--- src/hdl/bfba_pkg.sv ---
// Types and constants shared by the best-fit block allocator files.
package bfba_pkg;

    localparam int MAX_BLOCKS = 32;
    localparam int SIZE_BITS  = 16;

    localparam int SIZE_W  = 16;
    localparam int INDEX_W = 5;
    localparam int FRAG_W  = 14;

    localparam int IDX_W = (MAX_BLOCKS > 1) ? $clog2(MAX_BLOCKS) : 1;
    localparam int CNT_W = $clog2(MAX_BLOCKS + 1);
    localparam int CMP_W = ((SIZE_BITS > FRAG_W) ? SIZE_BITS : FRAG_W) + 1;

    localparam logic [FRAG_W-1:0] FRAG_LIMIT = FRAG_W'(10000);

    typedef enum logic
    {
        REQ_LOAD  = 1'b0,
        REQ_ALLOC = 1'b1
    } req_kind_t;

    typedef enum logic [1:0]
    {
        STATUS_ALLOC  = 2'd0,
        STATUS_NOFIT  = 2'd1,
        STATUS_LOADED = 2'd2,
        STATUS_FULL   = 2'd3
    } status_t;

    typedef enum logic [1:0]
    {
        ST_IDLE,
        ST_SCAN,
        ST_LAST,
        ST_FINISH
    } bfba_state_t;

    typedef struct packed
    {
        req_kind_t         req_type;
        logic [SIZE_W-1:0] size;
    } bfba_req_t;

    typedef struct packed
    {
        status_t            status;
        logic [INDEX_W-1:0] block_index;
        logic [FRAG_W-1:0]  fragment;
    } bfba_rsp_t;

endpackage

--- src/hdl/best_fit_block_allocator_core.sv ---
// Best-fit block allocator: block size table, used marks and the scan sequencer.
// Load request: the result passes through ST_FINISH into the output register, and ready returns as it appears.
// Allocate request: one compare per table entry, made in turn from entry 0, since the single
// table read port and the shared subtract/compare unit serve one entry at a time.
// One request in flight at a time.
// Reset (rst_n low, asynchronous) clears the used marks, the block count and control.
module best_fit_block_allocator_core
    import bfba_pkg::*;
(
    input  logic      clk,
    input  logic      rst_n,
    input  logic      item_valid,
    output logic      item_ready,
    input  bfba_req_t item,
    output logic      result_valid,
    input  logic      result_ready,
    output bfba_rsp_t result
);

    // Block size table; entries at or above the count are never read by the scan.
    logic [SIZE_BITS-1:0] size_mem [MAX_BLOCKS];
    logic [SIZE_BITS-1:0] rd_data_reg;
    logic                 mem_we;

    // Control state.
    bfba_state_t      state_reg,     state_next;
    logic [CNT_W-1:0] count_reg,     count_next;
    logic [MAX_BLOCKS-1:0] used_reg, used_next;
    logic             cmp_valid_reg, cmp_valid_next;
    logic             found_reg,     found_next;
    logic             out_valid_reg, out_valid_next;

    // Scan datapath and result staging.
    logic [IDX_W-1:0]     addr_reg,     addr_next;
    logic [IDX_W-1:0]     cmp_idx_reg,  cmp_idx_next;
    logic [IDX_W-1:0]     pick_reg,     pick_next;
    logic [FRAG_W-1:0]    best_reg,     best_next;
    logic [SIZE_BITS-1:0] req_size_reg, req_size_next;
    bfba_rsp_t            res_reg,      res_next;
    bfba_rsp_t            out_reg,      out_next;

    // Shared subtract/compare unit: leftover of the entry read last cycle.
    logic [CMP_W-1:0] diff_w;
    logic             fits_w;

    assign diff_w = CMP_W'(rd_data_reg) - CMP_W'(req_size_reg);
    assign fits_w = cmp_valid_reg && !used_reg[cmp_idx_reg] && !diff_w[CMP_W-1]
                    && (diff_w < CMP_W'(best_reg));

    assign item_ready   = (state_reg == ST_IDLE);
    assign result_valid = out_valid_reg;
    assign result       = out_reg;

    always_comb
    begin
        state_next     = state_reg;
        count_next     = count_reg;
        used_next      = used_reg;
        cmp_valid_next = 1'b0;
        found_next     = found_reg;
        out_valid_next = out_valid_reg && !result_ready;
        addr_next      = addr_reg;
        cmp_idx_next   = addr_reg;
        pick_next      = pick_reg;
        best_next      = best_reg;
        req_size_next  = req_size_reg;
        res_next       = res_reg;
        out_next       = out_reg;
        mem_we         = 1'b0;

        // Fold the compare result into the running best; strict less keeps the lowest index.
        if (fits_w)
        begin
            best_next  = diff_w[FRAG_W-1:0];
            pick_next  = cmp_idx_reg;
            found_next = 1'b1;
        end

        case (state_reg)
            ST_IDLE:
            begin
                if (item_valid)
                begin
                    res_next.block_index = '0;
                    res_next.fragment    = '0;
                    if (item.req_type == REQ_LOAD)
                    begin
                        if (count_reg == CNT_W'(MAX_BLOCKS))
                        begin
                            res_next.status = STATUS_FULL;
                        end
                        else
                        begin
                            // Append the block size at the next free slot.
                            mem_we               = 1'b1;
                            res_next.status      = STATUS_LOADED;
                            res_next.block_index = INDEX_W'(count_reg);
                            count_next           = count_reg + CNT_W'(1);
                        end
                        state_next = ST_FINISH;
                    end
                    else
                    begin
                        req_size_next = SIZE_BITS'(item.size);
                        addr_next     = '0;
                        best_next     = FRAG_LIMIT;
                        pick_next     = '0;
                        found_next    = 1'b0;
                        if (count_reg == '0)
                        begin
                            // Empty table: nothing to scan.
                            res_next.status = STATUS_NOFIT;
                            state_next      = ST_FINISH;
                        end
                        else
                        begin
                            state_next = ST_SCAN;
                        end
                    end
                end
            end

            ST_SCAN:
            begin
                // Issue one table read per cycle; its compare runs the cycle after.
                cmp_valid_next = 1'b1;
                if (CNT_W'(addr_reg) == count_reg - CNT_W'(1))
                begin
                    state_next = ST_LAST;
                end
                else
                begin
                    addr_next = addr_reg + IDX_W'(1);
                end
            end

            ST_LAST:
            begin
                // Last compare is folded this cycle; build the result from the next values.
                if (found_next)
                begin
                    used_next[pick_next] = 1'b1;
                    res_next.status      = STATUS_ALLOC;
                    res_next.block_index = INDEX_W'(pick_next);
                    res_next.fragment    = best_next;
                end
                else
                begin
                    res_next.status      = STATUS_NOFIT;
                    res_next.block_index = '0;
                    res_next.fragment    = '0;
                end
                state_next = ST_FINISH;
            end

            ST_FINISH:
            begin
                // Hold the result until the output register is free.
                if (!out_valid_reg || result_ready)
                begin
                    out_next       = res_reg;
                    out_valid_next = 1'b1;
                    state_next     = ST_IDLE;
                end
            end

            default:
            begin
                state_next = ST_IDLE;
            end
        endcase
    end

    always_ff @(posedge clk or negedge rst_n)
    begin
        if (!rst_n)
        begin
            state_reg     <= ST_IDLE;
            count_reg     <= '0;
            used_reg      <= '0;
            cmp_valid_reg <= 1'b0;
            found_reg     <= 1'b0;
            out_valid_reg <= 1'b0;
        end
        else
        begin
            state_reg     <= state_next;
            count_reg     <= count_next;
            used_reg      <= used_next;
            cmp_valid_reg <= cmp_valid_next;
            found_reg     <= found_next;
            out_valid_reg <= out_valid_next;
        end
    end

    always_ff @(posedge clk)
    begin
        addr_reg     <= addr_next;
        cmp_idx_reg  <= cmp_idx_next;
        pick_reg     <= pick_next;
        best_reg     <= best_next;
        req_size_reg <= req_size_next;
        res_reg      <= res_next;
        out_reg      <= out_next;
    end

    // Table memory: one write port, one registered read port.
    always_ff @(posedge clk)
    begin
        if (mem_we)
        begin
            size_mem[count_reg[IDX_W-1:0]] <= SIZE_BITS'(item.size);
        end
        rd_data_reg <= size_mem[addr_reg];
    end

endmodule

--- config.mk ---
export PLATFORM = sky130hd
export DESIGN_NAME = best_fit_block_allocator_core
export DESIGN_NICKNAME = d
export VERILOG_FILES = /design/src/hdl/bfba_pkg.sv /design/src/hdl/best_fit_block_allocator_core.sv
export SDC_FILE = /design/constraint.sdc
export NUM_CORES = 1
export LEC_CHECK = 0
export ABC_CLOCK_PERIOD_IN_PS = 7350
export CAP_MARGIN = 30
export CORE_MARGIN = 3
export CORE_UTILIZATION = 60
export CTS_BUF_LIST = sky130_fd_sc_hd__clkbuf_16
export CTS_CLUSTER_SIZE = 25
export DETAILED_ROUTE_END_ITERATION = 16
export DONT_BUFFER_PORTS = 1
export GPL_TIMING_DRIVEN = 0
export PLACE_DENSITY = 0.76
export SYNTH_ARGS = -nofsm -noshare
export SYNTH_HDL_FRONTEND = slang
export SYNTH_SLANG_ARGS = --single-unit
--- constraint.sdc ---
create_clock -name clk -period 7.35 [get_ports clk]
set_input_delay 0.735 -clock clk [delete_from_list [all_inputs] [get_ports clk]]
set_output_delay 0.735 -clock clk [all_outputs]
set_load 0.05 [all_outputs]
==> results of run 1 <==
[per-layer routing]
layer | vias up | share of wire, % | track usage, %
li1 | 5927 | - | -
met1 | 7099 | 39 | 37.0
met2 | 683 | 49 | 40.6
met3 | 103 | 9.4 | 5.71
met4 | 0 | 2.7 | 7.57
met5 | - | 0 | 0
[area by class of cell]
class	count	area (um^2)	share of cell area (%)
Timing Repair Buffer	21	300	1.01
Clock buffer	68	1700	5.70
Sequential cell	658	19100	64.1
Clock inverter	52	344	1.15
Multi-Input combinational cell	647	7120	23.9
Buffer	78	333	1.12
Inverter	45	169	0.566
Tap cell	585	732	2.45
[layout by cell type (no fill, tap or decap), types with 7 or more instances in the layout]
| master | Yosys | routed |
|---|---|---|
| edfxtp_1 | 575 | 575 |
| mux4_2 | 164 | 164 |
| clkbuf_16 | 0 | 68 |
| inv_1 | 44 | 67 |
| nand2_1 | 53 | 53 |
| dfrtp_1 | 43 | 43 |
| nor3_1 | 43 | 42 |
| clkbuf_1 | 42 | 42 |
| dfxtp_1 | 40 | 40 |
| ha_1 | 38 | 38 |
| a311o_1 | 35 | 35 |
| nor2_2 | 0 | 31 |
| a21oi_1 | 30 | 30 |
| nor2_1 | 60 | 29 |
| xnor2_1 | 21 | 21 |
| nand2b_1 | 18 | 18 |
| buf_1 | 18 | 18 |
| mux2_2 | 18 | 18 |
| o21ai_0 | 17 | 17 |
| nand3_1 | 17 | 17 |
| mux2i_1 | 16 | 16 |
| nand3b_1 | 15 | 15 |
| buf_2 | 14 | 14 |
| buf_8 | 0 | 14 |
| a21boi_0 | 13 | 13 |
| clkinv_1 | 0 | 13 |
| and2_1 | 12 | 12 |
| o211ai_1 | 7 | 7 |
| clkinv_2 | 0 | 7 |
[path summary, 6_finish.rpt]
| check | start | end | depth (start not counted) |
|---|---|---|---|
| min in group asynchronous | rst_n | used_reg[18] | 2 |
| hold / removal | item[2] | size_mem[12][2] | 0 |
| max in group asynchronous | rst_n | used_reg[24] | 2 |
| hold reg to reg | addr_reg[3] | cmp_idx_reg[3] | 0 |
| setup / recovery | req_size_reg[0] | res_reg[13] | 18 |
| setup reg to reg | req_size_reg[0] | res_reg[13] | 18 |
[stage by stage]
| step | utilization, % | cell area, um^2 | total power [W] |
|---|---|---|---|
| finish | 68.7 | 29800 | 0.0107 |
| global placement | 63.1 | 27400 | 0.00745 |
| floorplan | - | 26700 | 0.00672 |
| CTS | 68.6 | 29800 | 0.0107 |
| detailed placement | 63.8 | 27700 | 0.00753 |
| global route | 68.7 | 29800 | 0.0111 |
[power by group through the flow]
stage	clock network (W)	logic (W)	registers, W
2_1_floorplan	0	0.00198	0.00473
3_3_place_gp	0	0.00268	0.00477
3_5_place_dp	0	0.00274	0.00479
4_1_cts	0.00320	0.00279	0.00471
5_1_grt	0.00335	0.00304	0.00474
6_report	0.00316	0.00281	0.00471
[cell families (layout without fill, tap and decap cells)]
family                     count (synthesis)  count (layout)  share of synthesized area [%]
DFF                                      658             658                           71.7
xor gates and xnor gates                  26              26                          0.853
adders and majority gates                 39              39                           1.86
buffers and inverters                    123             264                           1.88
and+or+nand+nor                          247             247                           4.58
AOI/OAI and AO/OA                        137             137                           3.88
muxes                                    198             198                           15.2
[timing repair]
action                     in CTS  in global routing
setup endpoints to repair       0                  0
hold endpoints to repair       43                  0
hold buffers                    2                  0
[worst reg2reg max path, cell delays in order, from the launching register on]
cell and delay [ns]:
edfxtp_1 0.36, ha_1 0.20, inv_1 0.07, fa_1 0.21
a21o_1 0.17, a221oi_2 0.09, o41ai_1 0.92, xor2_1 0.21
ha_1 0.33, nand2_1 0.09, a21oi_1 0.06, a2111oi_0 0.45
o2111a_1 0.26, o2111a_1 0.22, o2111a_1 0.37, buf_4 0.25
clkbuf_1 0.34, nand3b_1 0.16, a21boi_0 0.11
==> out/qor.yml, run 1 <==
floorplanning:
  die-area_um2: 47000
  num_rows: 76
  start_util_pct: 61.4
  core_area_um2: 43500
  io_pins: 44
  die_y_um: 217
  die-width_um: 217
placement:
  port-buffer-count: 0
  dp.cells: 2029
  routabilityCongestion: 0.887
  place_ws_ns: 2.40
  hpwl_um: 37900
pwr:
  pwr_density_cell_nw_per_um2: 358
  p_sw_w: 0.00324
  ir_worst_vdd_mv: 0.230
  clockPowerShare_pct: 29.6
  power.leakage_nw: 9.88
  switching_share_pct: 30.4
  internal-power_w: 0.00743
  seqPwrFrac_pct: 44.1
  combPwrFrac_pct: 26.3
synthesis:
  ys_async_sr_fraction_pct: 6.53
  avgSynthCellArea_um2: 18.7
  ys_top_cells_by_area: "edfxtp_1 65%, mux4_2 14%, dfrtp_1 4.0%"
  synth.distinct_cells: 57
  synth_top_cell_by_area: "edfxtp_1"
  syn_inst: 1428
  yosysSeqAreaShare_pct: 71.7
  synth.top_cells.by_count: "575 x edfxtp_1, 164 x mux4_2, 60 x nor2_1, 53 x nand2_1, 44 x inv_1"
  syn_nets: 1488
  synth_edf_count: 575
  synth.most_common_cell: "edfxtp_1"
  synth-seq-cells: 658
  synthesis.area_um2: 26700
  yosysTopAreaCellShare_pct: 64.7
  ys_warn_count: 0
  ys.flop_type: "edfxtp_1"
critical_path:
  r2r_setup_slack_ns: 2.22
  crit_path_max_fanout: 10
  cp-start-kind: "register"
  required_ns: 7.68
  crit_arrival_ns: 5.45
  cpMostUsedCell: "o2111a_1"
  cpLargestDelayFamily: "compound AO/OA/AOI/OAI gates"
  path_buf_inv: 3
  crit_type: "register to register"
  slowest_stage: "o41ai_1"
  critPathMaxStageDelay_ns: 0.92
  cp_cell_sequence: "ha_1, inv_1, fa_1, a21o_1, a221oi_2, o41ai_1, xor2_1, ha_1, nand2_1, a21oi_1, a2111oi_0, o2111a_1, o2111a_1, o2111a_1, buf_4, clkbuf_1, nand3b_1, a21boi_0"
  endpoint_kind: "register"
min_path:
  hp-class: "input pin to register"
sta:
  worst_pin_slew_ns: 1.04
  fin_skew_ns: 0.0253
  finalCriticalPeriod_ns: 5.13
  hold_viol_final: 0
  fin_crit_sh_pct: 69.7
  rsz0062_at_grt: "false"
  setup_ws_ns: 2.22
  whs_ns: 0.225
  fin_setup_tns_ns: 0
  final-setup-viol-count: 0
  slew_headroom_pct: 29.4
  fmax_ghz: 0.195
  maxSlewViolCount: 0
clock_tree:
  cts.path.max_buffers: 3
  cts_made_buffers: 66
  root_buffer: "clkbuf_16"
  htree_num_levels: 3
  cts_tree: "yes"
  cts_resized: 0
  post_cts_buffers: 0
  clk_latency_ns: 0.61
  clock_sinks: 658
  clk_pin_slew_ns: 0.06
cells_and_area:
  diodes: 0
  stdcell_count: 2154
  nets: 1577
  area_growth_pct: 11.8
  largest_reg_flops: 512
  drive_gt1_share_pct: 22.1
  fillers: 2732
run_status:
  status: "completed"
drt:
  first_pass_iters: 5
  ant_nets: 0
  vias_per_cell: 6.41
  vias: 13800
  drc: 0
  avgRoutedWirePerCell_um: 27.2
  detail_route.iter0.violations: 1653
  routed_wl_um: 58500
grt:
  grt_pass1_vias: 13900
  antenna_found_initial: 0
  grtUsageTotal_pct: 25.7
  overflow: 0
  grt_start_max_net_pins: 44
  grt_pass1_wl_um: 88800
flow_run:
  maxCapViolCount: 0
Power figures use the tool's default switching activity.
==> inputs of run 2 (changes only) <==
ABC_AREA = 1   (was default)
ABC_CLOCK_PERIOD_IN_PS = 4500   (was 7350)
CORE_UTILIZATION = 57   (was 60)
PLACE_DENSITY = 0.75   (was 0.76)
clock period = 4.5 ns   (was 7.35 ns; I/O delays follow)
==> out/qor.yml, run 2 <==
cells_and_area:
  seq_area_um2: 19100
  drive_gt1_share_pct: 8.16
  stdcell_count: 2953
  fillers: 3259
  diodes: 0
  largest_reg_flops: 512
  area_growth_pct: 13.6
  multiInputGateArea_um2: 6620
  nets: 2367
  final_cell_mix: "575 x edfxtp_1, 314 x nor2_1, 294 x o21ai_0, 227 x nand2_1, 148 x inv_1"
  final_common_cell: "edfxtp_1"
sta:
  slew_headroom_pct: 32.5
  maxSlewViolCount: 0
  hold_viol_final: 0
  final-setup-viol-count: 0
  worst_pin_slew_ns: 1.01
  fmax_ghz: 0.230
  fin_crit_sh_pct: 96.7
  rsz0062_at_grt: "false"
  fin_skew_ns: 0.0281
  fin_setup_tns_ns: 0
  finalCriticalPeriod_ns: 4.35
synthesis:
  syn_nets: 2253
  synth.top_cells.by_count: "575 x edfxtp_1, 341 x nor2_1, 295 x o21ai_0, 227 x nand2_1, 134 x inv_1"
  ys.flop_type: "edfxtp_1"
  avgSynthCellArea_um2: 12.2
  ys_top_cells_by_area: "edfxtp_1 65%, o21ai_0 5.5%, nor2_1 4.8%"
  yosysSeqAreaShare_pct: 71.7
  synth.distinct_cells: 43
  synth_edf_count: 575
  synth_top_cell_by_area: "edfxtp_1"
  ys_warn_count: 0
  synth.most_common_cell: "edfxtp_1"
  ys_async_sr_fraction_pct: 6.53
  yosysTopAreaCellShare_pct: 64.6
  synthesis.area_um2: 26700
  syn_inst: 2193
  synth-seq-cells: 658
min_path:
  holdPathEnd: "res_reg[20]"
  holdCritStartpoint: "item[16]"
  hp-class: "input pin to register"
  whs_path_depth: 1
floorplanning:
  start_util_pct: 58.2
  die-area_um2: 49500
  core_area_um2: 45900
  num_rows: 78
  io_pins: 44
  die_y_um: 222
  die-width_um: 222
clock_tree:
  clk_latency_ns: 0.61
  cts_tree: "yes"
  root_buffer: "clkbuf_16"
  cts.path.max_buffers: 3
  clk_pin_slew_ns: 0.06
  cts_made_buffers: 66
  clock_sinks: 658
  htree_num_levels: 3
  post_cts_buffers: 0
run_status:
  status: "completed"
drt:
  vias_per_cell: 6.32
  first_pass_iters: 7
  avgRoutedWirePerCell_um: 24.8
  ant_nets: 0
  vias: 18700
  drc: 0
  routed_wl_um: 73300
  detail_route.iter0.violations: 2641
critical_path:
  required_ns: 4.80
  cp-start-kind: "register"
  path_buf_inv: 3
  cpMostUsedCell: "nor2_1"
  critPathMaxStageDelay_ns: 0.73
  crit_arrival_ns: 4.65
  cpLargestDelayFamily: "simple AND/OR/NAND/NOR gates"
  r2r_start: "state_reg[0]"
  endpoint_kind: "register"
  slowest_stage: "nor2_1"
  crit_type: "register to register"
  cp_cell_sequence: "inv_1, ha_1, nand2_1, nor2_1, inv_1, nor2_1, nand2_1, nor2_1, buf_4"
  timing.rr.end: "size_mem[17][0]"
  r2r_cells: 9
  crit_path_max_fanout: 9
  r2r_setup_slack_ns: 0.15
  worst-path-stages: 9
grt:
  grt_pass1_wl_um: 109000
  overflow: 0
  grt_pass1_vias: 18200
  grt_start_max_net_pins: 44
  grtUsageTotal_pct: 29.3
  antenna_found_initial: 0
pwr:
  ir_worst_vdd_mv: 0.515
  pwr_density_cell_nw_per_um2: 643
  power.leakage_nw: 10.7
placement:
  port-buffer-count: 0
  dp.cells: 2820
  hpwl_um: 47500
  routabilityCongestion: 0.968
flow_run:
  maxCapViolCount: 0
## run 2: cell types whose count changed after synthesis, sizes merged, moves of 36 or more
cell,previous run,this run
o221ai,0,50
inv,45,139
nand3,17,102
mux4,164,0
nor2,60,343
nor3,43,7
o22ai,0,84
nand2,53,229
o21ai,17,327
clkbuf,42,95
## run 2: final cells by class
| cell class | count | area share [%] |
|---|---|---|
| flip-flops and latches | 658 | 63.1 |
| multi-input cells | 1274 | 21.8 |
| clock buffers | 69 | 5.69 |
| well taps | 600 | 2.47 |
| repair buffers | 46 | 2.44 |
| inverters | 144 | 1.80 |
| plain buffers | 117 | 1.62 |
| clock inverters | 45 | 1.07 |
## run 2: layer usage
layer  track usage (%)  up-vias  part of all wire, %
met4              15.4        0                  6.3
met1              38.1     9030                   36
met5                 0        -                    0
met3              6.95      272                   11
met2              46.3     1233                   47
li1                  -     8125                    -
## run 2: where the power goes
| group | leakage (nW) | internal [W] | switching [W] |
|---|---|---|---|
| Clock | 1.06 | 0.00305 | 0.00223 |
| Combinational | 3.53 | 0.00184 | 0.00465 |
| Sequential | 6.09 | 0.00729 | 0.000457 |
| Total | 10.7 | 0.0122 | 0.00735 |
## run 2: kinds of logic after synthesis
group / Yosys count / synth area share (%)
AOI/OAI and AO/OA: 509 / 10.9
xor gates and xnor gates: 23 / 0.754
adders and majority gates: 39 / 1.86
buffers and inverters: 261 / 3.88
DFF: 658 / 71.7
and+or+nand+nor: 703 / 10.9
## run 2: how the worst max path moves through the flow
stage	from	endpoint	slack (ns)
after floorplan	state_reg[0]	size_mem[31][0]	0.86
after global placement	state_reg[0]	size_mem[31][10]	-0.87
after detailed placement	state_reg[0]	size_mem[31][8]	0.20
after CTS	state_reg[0]	size_mem[31][0]	0.18
after global routing	state_reg[0]	size_mem[6][5]	0.02
final	state_reg[0]	size_mem[17][0]	0.15
## run 2: what timing repair did
item	4_1_cts	5_1_grt
setup endpoints to repair	0	42
hold buffers	18	0
resized for setup	0	4
endpoints found under the hold margin	571	0
## run 2: metrics by stage
stage	hold slack, ns	instance area (um^2)	setup WS [ns]	power, W	util [%]
CTS	0.0252	30300	0.183	0.0194	66.1
floorplan	0.154	26700	0.859	0.0118	-
global placement	0.155	27500	-0.873	0.0137	59.9
detailed placement	0.156	27900	0.200	0.0140	60.8
global route	0.0429	30300	0.0175	0.0204	66.2
finish	0.0524	30300	0.148	0.0195	66.2
